### src/sv/uer_pkg.sv
// ----------------------------------------------------------------------------
// uer_pkg
// Shared types and constants of the ultrasonic echo ranger.
// ----------------------------------------------------------------------------
package uer_pkg;

    localparam int TRIGGER_W  = 24;
    localparam int SCALE_W    = 16;
    localparam int DIST_W     = 16;
    localparam int CFG_IDX_W  = 2;
    localparam int CFG_DATA_W = 24;

    localparam logic [CFG_IDX_W-1:0] CFG_TRIGGER_TICKS = 2'd0;
    localparam logic [CFG_IDX_W-1:0] CFG_SCALE_Q16     = 2'd1;

    localparam logic [TRIGGER_W-1:0] TRIGGER_TICKS_RST = 24'd1000;
    localparam logic [SCALE_W-1:0]   SCALE_Q16_RST     = 16'd2802;

    typedef enum logic [1:0] {
        PH_IDLE = 2'd0,
        PH_TRIG = 2'd1,
        PH_WAIT = 2'd2,
        PH_MEAS = 2'd3
    } phase_t;

    typedef struct packed {
        logic start_req;
        logic echo_level;
    } in_item_t;

    typedef struct packed {
        logic              trigger_out;
        logic              busy_res;
        logic              done_res;
        logic [DIST_W-1:0] distance_mm;
    } out_item_t;

endpackage

### src/sv/uer_if.sv
// ----------------------------------------------------------------------------
// uer_if
// Valid/ready channels for timer ticks and per-tick results.
// ----------------------------------------------------------------------------
interface uer_tick_if;
    logic valid;
    logic ready;
    logic start_req;
    logic echo_level;

    modport source (output valid, output start_req, output echo_level, input ready);
    modport sink   (input valid, input start_req, input echo_level, output ready);
endinterface

interface uer_report_if;
    logic        valid;
    logic        ready;
    logic        trigger_out;
    logic        busy_res;
    logic        done_res;
    logic [15:0] distance_mm;

    modport source (output valid, output trigger_out, output busy_res, output done_res,
                    output distance_mm, input ready);
    modport sink   (input valid, input trigger_out, input busy_res, input done_res,
                    input distance_mm, output ready);
endinterface

### src/sv/uer_dist.sv
// ----------------------------------------------------------------------------
// uer_dist
// Single echo distance: (pulse >> 1) * scale >> 16, saturated to 16 bits.
// ----------------------------------------------------------------------------
module uer_dist #(
    parameter int PULSE_WIDTH_BITS = 24
) (
    input  logic [PULSE_WIDTH_BITS-1:0] pulse_ticks,
    input  logic [uer_pkg::SCALE_W-1:0] scale_q16,
    output logic [uer_pkg::DIST_W-1:0]  distance
);
    import uer_pkg::*;

    localparam int QW = PULSE_WIDTH_BITS - 1;
    localparam int PW = QW + SCALE_W;

    logic [PW-1:0] prod;
    logic [QW-1:0] quot;
    logic [31:0]   quot_wide;

    always_comb
    begin
        prod      = PW'(pulse_ticks[PULSE_WIDTH_BITS-1:1]) * PW'(scale_q16);
        quot      = prod[PW-1:SCALE_W];
        quot_wide = 32'(quot);
        distance  = (quot_wide > 32'h0000_FFFF) ? 16'hFFFF : quot_wide[DIST_W-1:0];
    end

endmodule

### src/sv/uer_core.sv
// ----------------------------------------------------------------------------
// uer_core
// Measurement sequencer: trigger, echo wait, pulse count and averaging.
// ----------------------------------------------------------------------------
module uer_core #(
    parameter int PULSE_WIDTH_BITS = 24,
    parameter int AVERAGE_LOG2     = 3
) (
    input  logic                          clk,
    input  logic                          rst_n,
    input  logic                          advance,
    input  uer_pkg::in_item_t             item,
    input  logic [uer_pkg::TRIGGER_W-1:0] trigger_ticks,
    input  logic [uer_pkg::SCALE_W-1:0]   scale_q16,
    output uer_pkg::out_item_t            res
);
    import uer_pkg::*;

    localparam int SUM_W        = DIST_W + AVERAGE_LOG2;
    localparam int CNT_W        = AVERAGE_LOG2 + 1;
    localparam int SAMPLE_COUNT = 1 << AVERAGE_LOG2;

    phase_t                      phase_reg, phase_next;
    logic                        prev_echo_reg;
    logic [TRIGGER_W-1:0]        trigger_count_reg, trigger_count_next;
    logic [PULSE_WIDTH_BITS-1:0] pulse_ticks_reg, pulse_ticks_next;
    logic [CNT_W-1:0]            sample_index_reg, sample_index_next;
    logic [SUM_W-1:0]            distance_sum_reg, distance_sum_next;
    logic [DIST_W-1:0]           distance;
    logic [CNT_W-1:0]            sample_inc;
    logic [SUM_W-1:0]            sum_inc;

    uer_dist #(
        .PULSE_WIDTH_BITS(PULSE_WIDTH_BITS)
    ) u_dist (
        .pulse_ticks(pulse_ticks_reg),
        .scale_q16  (scale_q16),
        .distance   (distance)
    );

    always_ff @(posedge clk or negedge rst_n)
    begin
        if (!rst_n)
        begin
            phase_reg         <= PH_IDLE;
            prev_echo_reg     <= 1'b0;
            trigger_count_reg <= '0;
            pulse_ticks_reg   <= '0;
            sample_index_reg  <= '0;
            distance_sum_reg  <= '0;
        end
        else if (advance)
        begin
            phase_reg         <= phase_next;
            prev_echo_reg     <= item.echo_level;
            trigger_count_reg <= trigger_count_next;
            pulse_ticks_reg   <= pulse_ticks_next;
            sample_index_reg  <= sample_index_next;
            distance_sum_reg  <= distance_sum_next;
        end
    end

    always_comb
    begin
        phase_next         = phase_reg;
        trigger_count_next = trigger_count_reg;
        pulse_ticks_next   = pulse_ticks_reg;
        sample_index_next  = sample_index_reg;
        distance_sum_next  = distance_sum_reg;
        sample_inc         = sample_index_reg + 1'b1;
        sum_inc            = distance_sum_reg + SUM_W'(distance);
        res                = '0;

        unique case (phase_reg)
            PH_IDLE:
            begin
                if (item.start_req)
                begin
                    sample_index_next  = '0;
                    distance_sum_next  = '0;
                    trigger_count_next = TRIGGER_W'(1);
                    phase_next         = PH_TRIG;
                end
            end
            PH_TRIG:
            begin
                if (trigger_count_reg >= trigger_ticks)
                    phase_next = PH_WAIT;
                else
                    trigger_count_next = trigger_count_reg + 1'b1;
            end
            PH_WAIT:
            begin
                if (item.echo_level && !prev_echo_reg)
                begin
                    pulse_ticks_next = PULSE_WIDTH_BITS'(1);
                    phase_next       = PH_MEAS;
                end
            end
            PH_MEAS:
            begin
                if (item.echo_level)
                begin
                    if (pulse_ticks_reg != '1)
                        pulse_ticks_next = pulse_ticks_reg + 1'b1;
                end
                else
                begin
                    distance_sum_next = sum_inc;
                    sample_index_next = sample_inc;
                    if (sample_inc == CNT_W'(SAMPLE_COUNT))
                    begin
                        res.done_res    = 1'b1;
                        res.distance_mm = DIST_W'(sum_inc >> AVERAGE_LOG2);
                        phase_next      = PH_IDLE;
                    end
                    else
                    begin
                        trigger_count_next = TRIGGER_W'(1);
                        phase_next         = PH_TRIG;
                    end
                end
            end
            default:
            begin
                phase_next = PH_IDLE;
            end
        endcase

        res.trigger_out = (phase_next == PH_TRIG);
        res.busy_res    = (phase_next != PH_IDLE);
    end

`ifndef SYNTHESIS
    a_done_goes_idle: assert property (@(posedge clk) disable iff (!rst_n)
        advance && res.done_res |=> phase_reg == PH_IDLE)
        else $error("done without return to idle");

    a_meas_pulse_nonzero: assert property (@(posedge clk) disable iff (!rst_n)
        phase_reg == PH_MEAS |-> pulse_ticks_reg != '0)
        else $error("measuring with empty pulse count");

    a_trig_count_nonzero: assert property (@(posedge clk) disable iff (!rst_n)
        phase_reg == PH_TRIG |-> trigger_count_reg != '0)
        else $error("trigger count is zero in trigger phase");

    a_hold_without_advance: assert property (@(posedge clk) disable iff (!rst_n)
        !advance |=> $stable(phase_reg) && $stable(distance_sum_reg))
        else $error("state moved without a tick");
`endif

endmodule

### src/sv/ultrasonic_echo_ranger.sv
// ----------------------------------------------------------------------------
// ultrasonic_echo_ranger
// Averaged ultrasonic ranging from echo pulse widths, one timer tick per beat.
// ----------------------------------------------------------------------------
// Each tick beat carries a start request and the sampled echo level; each
// produces exactly one report beat with the trigger level, busy, done and the
// mean distance in millimetres. A tick beat is taken every clock cycle when
// the report side keeps up; a report passes from its tick through the input
// register and then the result register, and the sequencer state advances
// once per tick in a single pass that holds the distance multiplier and the
// sum adder.
module ultrasonic_echo_ranger #(
    parameter int PULSE_WIDTH_BITS = 24,
    parameter int AVERAGE_LOG2     = 3
) (
    input  logic                           clk,
    input  logic                           rst_n,
    uer_tick_if.sink                       tick,
    uer_report_if.source                   report,
    input  logic                           cfg_we,
    input  logic [uer_pkg::CFG_IDX_W-1:0]  cfg_idx,
    input  logic [uer_pkg::CFG_DATA_W-1:0] cfg_data
);
    import uer_pkg::*;

    logic                 hold_valid_reg;
    in_item_t             hold_item_reg;
    logic                 res_valid_reg;
    out_item_t            res_item_reg;
    out_item_t            res;
    logic                 advance;
    logic [TRIGGER_W-1:0] trigger_ticks_reg;
    logic [SCALE_W-1:0]   scale_q16_reg;

    assign advance    = hold_valid_reg && (!res_valid_reg || report.ready);
    assign tick.ready = !hold_valid_reg || advance;

    always_ff @(posedge clk or negedge rst_n)
    begin
        if (!rst_n)
        begin
            trigger_ticks_reg <= TRIGGER_TICKS_RST;
            scale_q16_reg     <= SCALE_Q16_RST;
        end
        else if (cfg_we)
        begin
            unique case (cfg_idx)
                CFG_TRIGGER_TICKS: trigger_ticks_reg <= cfg_data[TRIGGER_W-1:0];
                CFG_SCALE_Q16:     scale_q16_reg     <= cfg_data[SCALE_W-1:0];
                default:
                begin
                end
            endcase
        end
    end

    // input register
    always_ff @(posedge clk or negedge rst_n)
    begin
        if (!rst_n)
            hold_valid_reg <= 1'b0;
        else if (tick.ready)
            hold_valid_reg <= tick.valid;
    end

    always_ff @(posedge clk)
    begin
        if (tick.valid && tick.ready)
        begin
            hold_item_reg.start_req  <= tick.start_req;
            hold_item_reg.echo_level <= tick.echo_level;
        end
    end

    uer_core #(
        .PULSE_WIDTH_BITS(PULSE_WIDTH_BITS),
        .AVERAGE_LOG2    (AVERAGE_LOG2)
    ) u_core (
        .clk          (clk),
        .rst_n        (rst_n),
        .advance      (advance),
        .item         (hold_item_reg),
        .trigger_ticks(trigger_ticks_reg),
        .scale_q16    (scale_q16_reg),
        .res          (res)
    );

    // result register
    always_ff @(posedge clk or negedge rst_n)
    begin
        if (!rst_n)
            res_valid_reg <= 1'b0;
        else if (advance)
            res_valid_reg <= 1'b1;
        else if (report.ready)
            res_valid_reg <= 1'b0;
    end

    always_ff @(posedge clk)
    begin
        if (advance)
            res_item_reg <= res;
    end

    assign report.valid       = res_valid_reg;
    assign report.trigger_out = res_item_reg.trigger_out;
    assign report.busy_res    = res_item_reg.busy_res;
    assign report.done_res    = res_item_reg.done_res;
    assign report.distance_mm = res_item_reg.distance_mm;

endmodule
### src/flat_wrapper.sv
// flat-port wrapper written by rule: the top's interface ports become plain ports
module ultrasonic_echo_ranger_flat import uer_pkg::*;
#(
    parameter int PULSE_WIDTH_BITS = 24,
    parameter int AVERAGE_LOG2     = 3
)
  (clk, rst_n, cfg_we, cfg_idx, cfg_data, tick_valid, tick_start_req, tick_echo_level, tick_ready, report_valid, report_trigger_out, report_busy_res, report_done_res, report_distance_mm, report_ready);
  uer_tick_if tick_i ();
  uer_report_if report_i ();
  input  logic clk;
  input  logic rst_n;
  input  logic cfg_we;
  input  logic [uer_pkg::CFG_IDX_W-1:0] cfg_idx;
  input  logic [uer_pkg::CFG_DATA_W-1:0] cfg_data;
  input wire logic [$bits(tick_i.valid)-1:0] tick_valid;
  input wire logic [$bits(tick_i.start_req)-1:0] tick_start_req;
  input wire logic [$bits(tick_i.echo_level)-1:0] tick_echo_level;
  output wire logic [$bits(tick_i.ready)-1:0] tick_ready;
  output wire logic [$bits(report_i.valid)-1:0] report_valid;
  output wire logic [$bits(report_i.trigger_out)-1:0] report_trigger_out;
  output wire logic [$bits(report_i.busy_res)-1:0] report_busy_res;
  output wire logic [$bits(report_i.done_res)-1:0] report_done_res;
  output wire logic [$bits(report_i.distance_mm)-1:0] report_distance_mm;
  input wire logic [$bits(report_i.ready)-1:0] report_ready;
  assign tick_i.valid = tick_valid;
  assign tick_i.start_req = tick_start_req;
  assign tick_i.echo_level = tick_echo_level;
  assign tick_ready = tick_i.ready;
  assign report_valid = report_i.valid;
  assign report_trigger_out = report_i.trigger_out;
  assign report_busy_res = report_i.busy_res;
  assign report_done_res = report_i.done_res;
  assign report_distance_mm = report_i.distance_mm;
  assign report_i.ready = report_ready;
  ultrasonic_echo_ranger #(.PULSE_WIDTH_BITS(PULSE_WIDTH_BITS), .AVERAGE_LOG2(AVERAGE_LOG2)) u_core (.clk(clk), .rst_n(rst_n), .tick(tick_i), .report(report_i), .cfg_we(cfg_we), .cfg_idx(cfg_idx), .cfg_data(cfg_data));
endmodule
### config.mk
export PLATFORM = sky130hd
export DESIGN_NAME = ultrasonic_echo_ranger_flat
export DESIGN_NICKNAME = d
export VERILOG_FILES = /design/src/sv/uer_pkg.sv /design/src/sv/uer_if.sv /design/src/sv/uer_dist.sv /design/src/sv/uer_core.sv /design/src/sv/ultrasonic_echo_ranger.sv /design/src/flat_wrapper.sv
export SDC_FILE = /design/constraint.sdc
export NUM_CORES = 1
export LEC_CHECK = 0
export BUFFER_PORTS_ARGS = -buffer_cell sky130_fd_sc_hd__clkbuf_2
export CORE_MARGIN = 4
export CORE_UTILIZATION = 60
export CTS_BUF_LIST = sky130_fd_sc_hd__clkbuf_2 sky130_fd_sc_hd__clkbuf_4 sky130_fd_sc_hd__clkbuf_8
export DETAILED_ROUTE_END_ITERATION = 7
export PLACE_DENSITY = 0.79
export SETUP_SLACK_MARGIN = 0.5
export SYNTH_ARGS = -nofsm -noshare
export SYNTH_HDL_FRONTEND = slang
export SYNTH_SLANG_ARGS = --single-unit
### constraint.sdc
create_clock -name clk -period 24.9 [get_ports clk]
set_input_delay 1.245 -clock clk [delete_from_list [all_inputs] [get_ports clk]]
set_output_delay 1.245 -clock clk [all_outputs]
set_load 0.05 [all_outputs]
==> results of run 1 <==
-- critical path, delay by kind of cell (launching register included) --
family                   cells  cell delay (ns)
flip-flops                   1             0.97
AND/OR/NAND/NOR              6             1.07
XOR/XNOR                     1             0.89
AO/OA/AOI/OAI               12             3.07
buffers and inverters        4             0.22
adder cells (fa/ha/maj)      9             3.90
-- logic make-up after synthesis --
group           Yosys count  share of synthesized area (%)
flops                   137                           18.6
compound gates          258                           8.61
mux                      20                           1.16
buf+inv                 488                           9.69
fa+ha+maj               443                           40.6
simple gates            716                           18.4
xor+xnor                 62                           2.89
-- power by group through the flow --
| stage | Combinational [mW] | Clock, mW | Sequential [mW] |
|---|---|---|---|
| CTS | 0.0761 | 0.200 | 0.294 |
| global placement | 0.0726 | 0 | 0.297 |
| finish | 0.0760 | 0.196 | 0.296 |
| detailed placement | 0.0757 | 0 | 0.299 |
| floorplan | 0.0626 | 0 | 0.271 |
| global route | 0.0849 | 0.210 | 0.300 |
-- per-stage QoR --
stage | cells | power [mW] | setup WS [ns]
6_report | 2510 | 0.568 | 14.52
5_1_grt | 2509 | 0.594 | 13.89
4_1_cts | 2509 | 0.571 | 14.67
3_5_place_dp | 2477 | 0.374 | 14.74
3_3_place_gp | 2477 | 0.369 | 15.14
2_1_floorplan | 2124 | 0.334 | 15.92
-- layer usage --
metal,wire (um),GRT usage (%),vias up
li1,-,-,6610
met1,17800,36.4,7346
met2,22700,47.4,592
met3,3130,4.30,123
met4,1770,10.9,0
met5,0,0,-
-- worst paths after layout --
| kind | from | end | slack (ns) | cells after the start |
|---|---|---|---|---|
| max | u_core.u_core.pulse_ticks_reg[11] | u_core.report.distance_mm[15] | 14.52 | 32 |
| min | u_core.u_core.distance_sum_reg[2] | u_core.u_core.distance_sum_reg[2] | 0.50 | 2 |
| max reg2reg | u_core.u_core.pulse_ticks_reg[11] | u_core.report.distance_mm[15] | 14.52 | 32 |
| min reg2reg | u_core.u_core.distance_sum_reg[2] | u_core.u_core.distance_sum_reg[2] | 0.50 | 2 |
| max in group asynchronous | rst_n | u_core.u_core.distance_sum_reg[10] | 22.77 | 2 |
| min in group asynchronous | rst_n | u_core.trigger_ticks_reg[22] | 0.84 | 1 |
-- Yosys cell counts, types with 3 or more instances --
master and count:
and4_1 9, inv_1 384, nand3b_1 4, mux2i_1 3, a21oi_1 58, nand2b_1 14
mux2_2 17, edfxtp_1 21, o211ai_1 7, or2_2 3, and3_1 12, dfstp_2 13
xor2_1 31, nor4_1 3, o21bai_1 5, nand2_1 313, a21o_1 28, a31oi_1 6
o31ai_1 7, nand3_1 32, or4_1 5, fa_1 292, nor3_1 18, nor2_1 75
and2_1 161, a21boi_0 4, o21a_1 4, o21ai_0 92, ha_1 151, xnor2_1 30
clkbuf_1 96, nor2b_1 10, nand4_1 35, a22o_1 3, or3_1 16, dfrtp_1 103
a211oi_1 8, buf_1 5, o21ai_1 6
-- area by class of cell --
cell class | instances | area (um2)
Tap cell | 396 | 495
Timing Repair Buffer | 61 | 328
Antenna cell | 1 | 2.50
Multi-Input combinational cell | 1499 | 13700
Fill cell | 2505 | 11000
Clock buffer | 21 | 277
Inverter | 384 | 1440
Sequential cell | 137 | 3550
Clock inverter | 11 | 138
==> results.md, run 1 <==
* Pin count of the biggest net entering global routing at 60
* Synth area leaders: fa_1, dfrtp_1, ha_1
* Ports at 54
* GPL Wtd Cong at 0.958
* Synth top area share at 30.7%
* Register area share after synthesis at 18.6%
* Final instance area at 19,900 um2
* All-layer global routing usage at 27.9%
* Resized cells post-CTS at 0
* Maxcap violations at 0
* F_max at 0.0963 GHz
* Initial antenna violation count at 0
* Crit share post-route at 41.7%
* Switching power at 0.194 mW
* Post-CTS Hold Buffers at 0
* Ys async rst share at 84.7%
* Unique masters post-synth at 72
* Post-Route WL at 45,300 um
* Via density at 5.85
* Startpoint types: flop
* P_int at 0.374 mW
* Slowest-stage cell, CP: dfrtp_1
* Ys flop type: dfrtp_1
* Commonest non-fill, non-tap cell in the layout: inv_1
* Sw frac at 34.1%
* DR pass1 iterations at 6
* Layout cells sized above 1 at 6.72%
* Crit end category: flop
* Worst-skew pair later-pin latency at 0.47 ns
* Row cnt at 64
* Clock Sinks at 137
* Hold WS at 0.497 ns
* Yosys top cell by area: fa_1
* Vias at 14,700
* Mapped Area at 19,000 um2
* Clk slew on worst S/H paths at 0.09 ns
* Initial cell density of the core at 61.6%
* Flop pwr share at 52.1%
* Routed Antenna Nets at 0
* Chip height at 186 um
* CTS Buf Count at 17
* Layout area overhead at 4.42%
* Post-CTS setup buffer count at 0
* Die ar. at 34,600 um2
* DR iter-0 viols at 1,071
* Root buf cell: clkbuf_8
* Power share of the clock group at 34.5%
* Post-Syn Nets at 2,600
* Status: complete, no violations
* CP dominant cell by count: fa_1
* CTS tree: built
* DRC at 0
* VDD IR-drop max at 0.0571 mV
* Grt ovf at 0
* Core Area at 30,900 um2
* Hold Path Class: flop to flop
* Slew HR at 16.6%
* Die width at 186 um
* Setup Viol. Count Final at 0
* Worst-path maximum fanout at 21
* H-tree depth at 4
* Most frequent cells in the layout: inv_1, nand2_1, fa_1
* DP HPWL at 35,200 um
* Vias in the first global route at 15,500
* Clock Tree Buf Depth at 2
* Port Buffers at 53
* Syn Inst Count at 2,124
* LEAKAGE at 9.91 nW
* CP peak stage delay at 0.97 ns
* RSZ-0062 raised after global routing: false
* Setup_tns at 0 ns
* Final Max Tran Viols at 0
* Yosys reg bits at 137
* Routed len/inst at 18.1 um
* Crit path arrival time at 10.60 ns
* Post-synth EDFFs at 21
* Crit Path Class: flop to flop
* Skew final at 0.0198 ns
* Comb pwr share at 13.4%
* Slew at the pin with the worst max-slew slack at 1.25 ns
* Pwr per Cell Area at 28.6 nW/um2
* Final Critical Period at 10.38 ns
* NumNets Final at 2,576
* Syn_area_per_cell at 8.96 um2
* First-pass GRT wire length at 77,000 um
* Post-DP Area at 19,500 um2
* Fin. Hold Viols at 0
* Core Util, Final at 64.3%
* Yosys warnings at 0
* Crit path required time at 25.12 ns
Power figures use the tool's default switching activity.
==> run 2, diff against run 1 <==
==> constraint.sdc (replaced) <==
create_clock -name clk -period 9.6 [get_ports clk]
set_input_delay 0.48 -clock clk [delete_from_list [all_inputs] [get_ports clk]]
set_output_delay 0.48 -clock clk [all_outputs]
set_load 0.05 [all_outputs]
==> run 2 against run 1 <==
  * Core utilization increased by 3.0 points
  * Via count increased by 3.6%
  * Sequential cell count unchanged
  * Largest cell class unchanged
  * Critical endpoint is now u_core.u_core.distance_sum_reg[18]
  * Worst setup slack got worse by 14 ns
  * First-iteration DRC count increased by 10%
  * Critical path type unchanged
  * Clock power increased to 2.7 times the previous value
==> results.md, run 2 (same netlist as run 1, synthesis figures left out) <==
* DR iter-0 viols at 1,181 (was 1,071)
* Ports at 54 (unchanged)
* CP peak stage delay at 0.70 ns (was 0.97 ns)
* CTS tree: built (unchanged)
* Die width at 186 um (unchanged)
* Layout cells sized above 1 at 12.1% (was 6.72%)
* Slew at the pin with the worst max-slew slack at 1.11 ns (was 1.25 ns)
* CP endpoint: u_core.u_core.distance_sum_reg[18] (was u_core.report.distance_mm[15])
* Initial antenna violation count at 1 (was 0)
* Worst setup margin at 0.756 ns (was 14.52 ns)
* Crit Path Class: flop to flop (unchanged)
* Final Critical Period at 8.84 ns (was 10.38 ns)
* Clock Sinks at 137 (unchanged)
* Startpoint types: flop (unchanged)
* CTS Buf Count at 17 (unchanged)
* Crit path depth at 35 (was 32)
* Chip height at 186 um (unchanged)
* Routed Antenna Nets at 0 (unchanged)
* R2r startpoint: u_core.scale_q16_reg[1] (was u_core.u_core.pulse_ticks_reg[11])
* Crit end category: flop (unchanged)
* Pwr per Cell Area at 75.3 nW/um2 (was 28.6 nW/um2)
* Most frequent cells in the layout: inv_1, nand2_1, fa_1 (unchanged)
* Die ar. at 34,600 um2 (unchanged)
* Fillcell total at 2,416 (was 2,505)
* VDD IR-drop max at 0.152 mV (was 0.0571 mV)
* Slew HR at 25.8% (was 16.6%)
* Total chip power at 1.57 mW (was 0.568 mW)
* DP HPWL at 36,700 um (was 35,200 um)
* Inst Count DP at 2,507 (was 2,477)
* Flop-to-flop setup slack at 0.76 ns (was 14.52 ns)
* Setup WS pre-CTS at 0.0346 ns (was 14.74 ns)
* Clk slew on worst S/H paths at 0.09 ns (about the same)
* Maxcap violations at 0 (unchanged)
* Worst-path maximum fanout at 15 (was 21)
* Grt ovf at 0 (unchanged)
* Status: complete, no violations (unchanged)
* RSZ-0062 raised after global routing: false (unchanged)
* Cell depth of the worst flop-to-flop path at 35 (was 32)
* Final Max Tran Viols at 0 (unchanged)
* Post-CTS Hold Buffers at 0 (unchanged)
* DRC at 0 (unchanged)
* Clock Tree Buf Depth at 2 (unchanged)
* GPL Wtd Cong at 0.962 (was 0.958)
* Fin cells at 2,579 (was 2,510)
* Initial cell density of the core at 61.6% (unchanged)
* Pin count of the biggest net entering global routing at 62 (was 60)
* H-tree depth at 4 (unchanged)
* Post-Route WL at 48,500 um (was 45,300 um)
* Vias in the first global route at 16,000 (was 15,500)
* Routed len/inst at 18.8 um (was 18.1 um)
* Crit path required time at 9.97 ns (was 25.12 ns)
* Crit share post-route at 92.1% (was 41.7%)
* DR pass1 iterations at 6 (unchanged)
* Fin. Hold Viols at 0 (unchanged)
* Worst-skew pair later-pin latency at 0.50 ns (was 0.47 ns)
* Setup_tns at 0 ns (unchanged)
* Hold Path Class: input pin to async pin (was flop to flop)
* Reg2reg end: u_core.u_core.distance_sum_reg[18] (was u_core.report.distance_mm[15])
* Layout area overhead at 9.23% (was 4.42%)
* F_max at 0.113 GHz (was 0.0963 GHz)
* Port Buffers at 53 (unchanged)
* NumNets Final at 2,645 (was 2,576)
* CP dominant cell by count: fa_1 (unchanged)
* LEAKAGE at 10.3 nW (was 9.91 nW)
* Cell family with most CP delay: adder cells (unchanged)
* Setup Viol. Count Final at 0 (unchanged)
* Root buf cell: clkbuf_8 (unchanged)
* Worst path bufs/invs at 8 (was 4)
* Core Area at 30,900 um2 (unchanged)
* All-layer global routing usage at 28.4% (was 27.9%)
* First-pass GRT wire length at 78,000 um (was 77,000 um)
* Slowest-stage cell, CP: dfstp_4 (was dfrtp_1)
* Critical Path Source: u_core.scale_q16_reg[1] (was u_core.u_core.pulse_ticks_reg[11])
* Crit path arrival time at 9.21 ns (was 10.60 ns)
* Vias at 15,200 (was 14,700)
* Row cnt at 64 (unchanged)
* Via density at 5.89 (was 5.85)
* Commonest non-fill, non-tap cell in the layout: inv_1 (unchanged)
* Skew final at 0.0197 ns (was 0.0198 ns)
-- run 2: cell count changes in the layout (fill, tap and decap cells not counted), moves of 8 or more --
cell,previous run,this run
dfrtp_2,0,15
buf_4,9,63
buf_6,0,8
ha_1,151,142
dfrtp_1,103,85
ha_4,0,8
-- run 2: area by class of cell --
class	instances	area, um2	area share, %
clock buffers	18	241	1.16
repair buffers	130	933	4.49
well taps	396	495	2.38
diodes	1	2.50	0.0120
multi-input cells	1499	13900	66.8
clock inverters	14	181	0.872
flip-flops and latches	137	3610	17.3
inverters	384	1440	6.93
-- run 2: power breakdown --
part / internal, mW / leakage [nW] / switching [mW]
sequential: 0.650 / 1.69 / 0.0827
clock: 0.266 / 0.215 / 0.261
combinational: 0.112 / 8.38 / 0.195
total: 1.03 / 10.3 / 0.538
-- run 2: stage by stage --
step	hold slack (ns)	cell area, um2	utilization, %
global placement	0.473	19700	63.7
floorplan	0.184	19000	-
finish	0.0216	20800	67.3
global route	0.0709	20800	67.3
CTS	0.0504	20200	65.3
detailed placement	0.484	19700	63.7
-- run 2: routing by layer --
layer	share of wire [%]	global-route usage [%]	vias to the layer above	wire length (um)
met5	0	0	-	0
met4	4.2	11.7	0	2020
met3	8.0	4.76	156	3900
met2	49	48.6	672	24000
met1	38	36.0	7625	18600
li1	-	-	6742	-
-- run 2: worst min path at each step --
stage,start,endpoint,depth (start not counted)
4_1_cts,rst_n,u_core.trigger_ticks_reg[22],1
5_1_grt,rst_n,u_core.trigger_ticks_reg[22],1
3_5_place_dp,u_core.u_core.distance_sum_reg[2],u_core.u_core.distance_sum_reg[2],2
6_report,rst_n,u_core.trigger_ticks_reg[22],1
2_1_floorplan,rst_n,u_core.hold_valid_reg,0
3_3_place_gp,u_core.u_core.distance_sum_reg[4],u_core.u_core.distance_sum_reg[4],2
-- run 2: what timing repair did --
item,CTS,global route
gates cloned,0,0
setup buffers,2,37
resized for setup,20,62
endpoints found under the setup margin,9,22
pin swaps,2,30
-- run 2: worst register-to-register path: cells and delay by family (launching register included) --
kind | cells | cell delay, ns
adders and majority gates | 8 | 3.70
AOI/OAI and AO/OA | 12 | 2.13
and+or+nand+nor | 6 | 1.16
buffers and inverters | 8 | 0.87
DFF | 1 | 0.70
xor gates and xnor gates | 1 | 0.18
==> run 3, diff against run 2 <==
--- a/config.mk
+++ b/config.mk
@@ -5,13 +5,16 @@
 export SDC_FILE = /design/constraint.sdc
 export NUM_CORES = 1
 export LEC_CHECK = 0
+export ABC_CLOCK_PERIOD_IN_PS = 9600
 export BUFFER_PORTS_ARGS = -buffer_cell sky130_fd_sc_hd__clkbuf_2
 export CORE_MARGIN = 4
 export CORE_UTILIZATION = 60
 export CTS_BUF_LIST = sky130_fd_sc_hd__clkbuf_2 sky130_fd_sc_hd__clkbuf_4 sky130_fd_sc_hd__clkbuf_8
+export CTS_CLUSTER_SIZE = 25
 export DETAILED_ROUTE_END_ITERATION = 7
 export PLACE_DENSITY = 0.79
 export SETUP_SLACK_MARGIN = 0.5
 export SYNTH_ARGS = -nofsm -noshare
 export SYNTH_HDL_FRONTEND = slang
+export SYNTH_HIERARCHICAL = 1
 export SYNTH_SLANG_ARGS = --single-unit
==> run 3 against run 2 <==
  * Clock skew fell by 0.0022 ns
  * Critical path depth fell by 2
  * Worst hold slack improved by 0.071 ns
  * Core utilization fell by 2.0 points
  * Via count rose by 1.9%
  * Global-route usage rose by 0.34 points
  * Fmax rose by 1.2%
  * Final area fell by 0.69%
  * Power rose by 33%
  * Clock-buffer cell count did not move
  * Critical path type unchanged
  * Largest cell class unchanged
  * Highest routed layer unchanged
==> results.md, run 3 <==
* Status: complete, no violations (unchanged)
* Register area share after synthesis at 18.4% (was 18.6%)
* Synth area leaders: fa_1, dfrtp_1, ha_1 (unchanged)
* Post-DP Area at 19,900 um2 (was 19,700 um2)
* H-tree depth at 4 (unchanged)
* Worst-path maximum fanout at 11 (was 15)
* Commonest non-fill, non-tap cell in the layout: inv_1 (unchanged)
* Slew HR at 23.6% (was 25.8%)
* DP HPWL at 37,700 um (was 36,700 um)
* Post-synth top cells: inv_1, nand2_1, fa_1 (unchanged)
* Die width at 188 um (was 186 um)
* Core Util, Final at 65.3% (was 67.3%)
* Post-Route WL at 50,600 um (was 48,500 um)
* CP peak stage delay at 0.71 ns (was 0.70 ns)
* Syn Inst Count at 2,119 (was 2,124)
* CTS Buf Count at 17 (unchanged)
* Ys async rst share at 84.7% (unchanged)
* Die ar. at 35,200 um2 (was 34,600 um2)
* DRC at 0 (unchanged)
* Yosys warnings at 6 (was 0)
* Final Critical Period at 8.74 ns (was 8.84 ns)
* Post-synth EDFFs at 21 (unchanged)
* Most frequent cells in the layout: inv_1, nand2_1, fa_1 (unchanged)
* Slowest-stage cell, CP: dfstp_4 (unchanged)
* Row cnt at 65 (was 64)
* Synth top area share at 30.2% (was 30.7%)
* CTS tree: built (unchanged)
* Cell depth of the worst flop-to-flop path at 33 (was 35)
* Post-synthesis mux area share at 2.55% (was 1.16%)
* Ys flop type: dfrtp_1 (unchanged)
* VDD IR-drop max at 0.159 mV (was 0.152 mV)
* First-pass GRT wire length at 82,100 um (was 78,000 um)
* Vias in the first global route at 16,200 (was 16,000)
* Skew final at 0.0174 ns (was 0.0197 ns)
* Clock Sinks at 137 (unchanged)
* Crit path required time at 10.00 ns (was 9.97 ns)
* Syn_area_per_cell at 9.13 um2 (was 8.96 um2)
* RSZ-0062 raised after global routing: false (unchanged)
* Crit Path Class: flop to flop (unchanged)
* Fin cells at 2,560 (was 2,579)
* Grt ovf at 0 (unchanged)
* Worst-skew pair later-pin latency at 0.47 ns (was 0.50 ns)
* Port Buffers at 53 (unchanged)
* Routed len/inst at 19.8 um (was 18.8 um)
* Crit end category: flop (unchanged)
* Final instance area at 20,700 um2 (was 20,800 um2)
* Ports at 54 (unchanged)
* DR iter-0 viols at 1,249 (was 1,181)
* Maxcap violations at 0 (unchanged)
* GPL Wtd Cong at 0.924 (was 0.962)
* Largest family of logic cells by synthesized area: adder cells (unchanged)
* Initial antenna violation count at 0 (was 1)
* Pin count of the biggest net entering global routing at 61 (was 62)
* Yosys top cell by area: fa_1 (unchanged)
* Yosys reg bits at 137 (unchanged)
* Total chip power at 2.08 mW (was 1.57 mW)
* Core Area at 31,600 um2 (was 30,900 um2)
* Mapped Area at 19,300 um2 (was 19,000 um2)
* Setup WS pre-CTS at 0.339 ns (was 0.0346 ns)
* Routed Antenna Nets at 0 (unchanged)
* F_max at 0.114 GHz (was 0.113 GHz)
* NumNets Final at 2,619 (was 2,645)
* Clk slew on worst S/H paths at 0.09 ns (about the same)
* Synth Area in Simple Gates at 18.2% (was 18.4%)
* XOR/XNOR Fraction of Synth Area at 2.31% (was 2.89%)
* Post-Synth Adder-Cell Area at 40.0% (was 40.6%)
* LEAKAGE at 10.1 nW (was 10.3 nW)
* Inst Count DP at 2,512 (was 2,507)
* Clock Tree Buf Depth at 2 (unchanged)
* Hold Path Class: input pin to async pin (unchanged)
* Setup_tns at 0 ns (unchanged)
* Fillcell total at 2,499 (was 2,416)
* Slew at the pin with the worst max-slew slack at 1.15 ns (was 1.11 ns)
* All-layer global routing usage at 28.7% (was 28.4%)
* Worst setup margin at 0.857 ns (was 0.756 ns)
* Crit path arrival time at 9.14 ns (was 9.21 ns)
* Post-Syn Nets at 2,595 (was 2,600)
* Setup Viol. Count Final at 0 (unchanged)
* Hold WS at 0.0929 ns (was 0.0216 ns)
* Final Max Tran Viols at 0 (unchanged)
* Compound-gate portion of the synthesized area at 9.10% (was 8.61%)
* Vias at 15,500 (was 15,200)
* Layout area overhead at 6.81% (was 9.23%)
* Unique masters post-synth at 86 (was 72)
* Fin. Hold Viols at 0 (unchanged)
* Initial cell density of the core at 61.1% (was 61.6%)
* Layout cells sized above 1 at 11.5% (was 12.1%)
* Root buf cell: clkbuf_8 (unchanged)
* Crit share post-route at 91.1% (was 92.1%)
* CP dominant cell by count: fa_1 (unchanged)
* Pwr per Cell Area at 101 nW/um2 (was 75.3 nW/um2)
* DR pass1 iterations at 7 (was 6)
* Top-count cell post-synth: inv_1 (unchanged)
* Startpoint types: flop (unchanged)
* Via density at 6.05 (was 5.89)
* Chip height at 188 um (was 186 um)
run 3: changes by cell type after synthesis, sizes merged, moves of 7 or more:
| cell | before | now |
|---|---|---|
| a211oi | 11 | 3 |
| a41oi | 1 | 9 |
| clkbuf | 96 | 78 |
| mux2 | 17 | 42 |
| nand2 | 313 | 304 |
| nand3 | 32 | 47 |
| nor2 | 75 | 66 |
| o21ai | 98 | 79 |
| or3 | 16 | 7 |
| xor2 | 32 | 25 |
run 3: timing repair:
item                                    4_1_cts  5_1_grt
endpoints found under the setup margin        6       21
buffers inserted                              0       14
pin swaps                                     0        3
hold buffers                                  0        0
gates resized for setup                      13       41
run 3: kinds of logic (layout without fill, tap and decap cells):
family / count (synthesis) / count (layout)
adders and majority gates: 443 / 443
muxes: 44 / 44
and+or+nand+nor: 701 / 701
AOI/OAI and AO/OA: 268 / 268
xor gates and xnor gates: 51 / 51
other: 0 / 2
buffers and inverters: 475 / 512
DFF: 137 / 137
run 3: final timing paths:
path	startpoint	to	slack (ns)
min	rst_n	u_core/trigger_ticks_reg[0]	0.09
max in group asynchronous	rst_n	u_core/u_core/distance_sum_reg[15]	8.21
min reg2reg	u_core/u_core/distance_sum_reg[12]	u_core/u_core/distance_sum_reg[12]	0.49
max	u_core/scale_q16_reg[4]	u_core/u_core/distance_sum_reg[17]	0.86
min in group clk	tick_start_req	u_core/hold_item_reg[1]	0.19
max reg2reg	u_core/scale_q16_reg[4]	u_core/u_core/distance_sum_reg[17]	0.86
run 3: where the power goes:
part           internal [mW]  switching, mW  total, mW
clock                  0.223          0.263      0.486
combinational          0.275          0.458      0.733
sequential             0.686          0.174      0.860
run 3: layout make-up:
cell class	instances	area, um2	share of cell area (%)
multi-input combinational	1507	14100	68.2
timing repair buffer	94	608	2.94
tap	402	503	2.44
sequential	137	3600	17.4
antenna	2	5.00	0.0242
inverter	386	1450	7.02
clock inverter	14	154	0.745
clock buffer	18	248	1.20
run 3: critical path: cells and delay by family, from the launching register on:
family          cells  cell delay (ns)
fa+ha+maj           8             3.75
simple gates        9             1.86
compound gates      8             1.49
buf+inv             8             0.83
flops               1             0.71
run 3: layer usage:
| metal | vias to the layer above | wire (um) | GRT usage [%] |
|---|---|---|---|
| li1 | 6806 | - | - |
| met5 | - | 0 | 0 |
| met2 | 721 | 25100 | 49.2 |
| met4 | 0 | 2310 | 11.4 |
| met3 | 178 | 3550 | 4.65 |
| met1 | 7781 | 19700 | 36.7 |
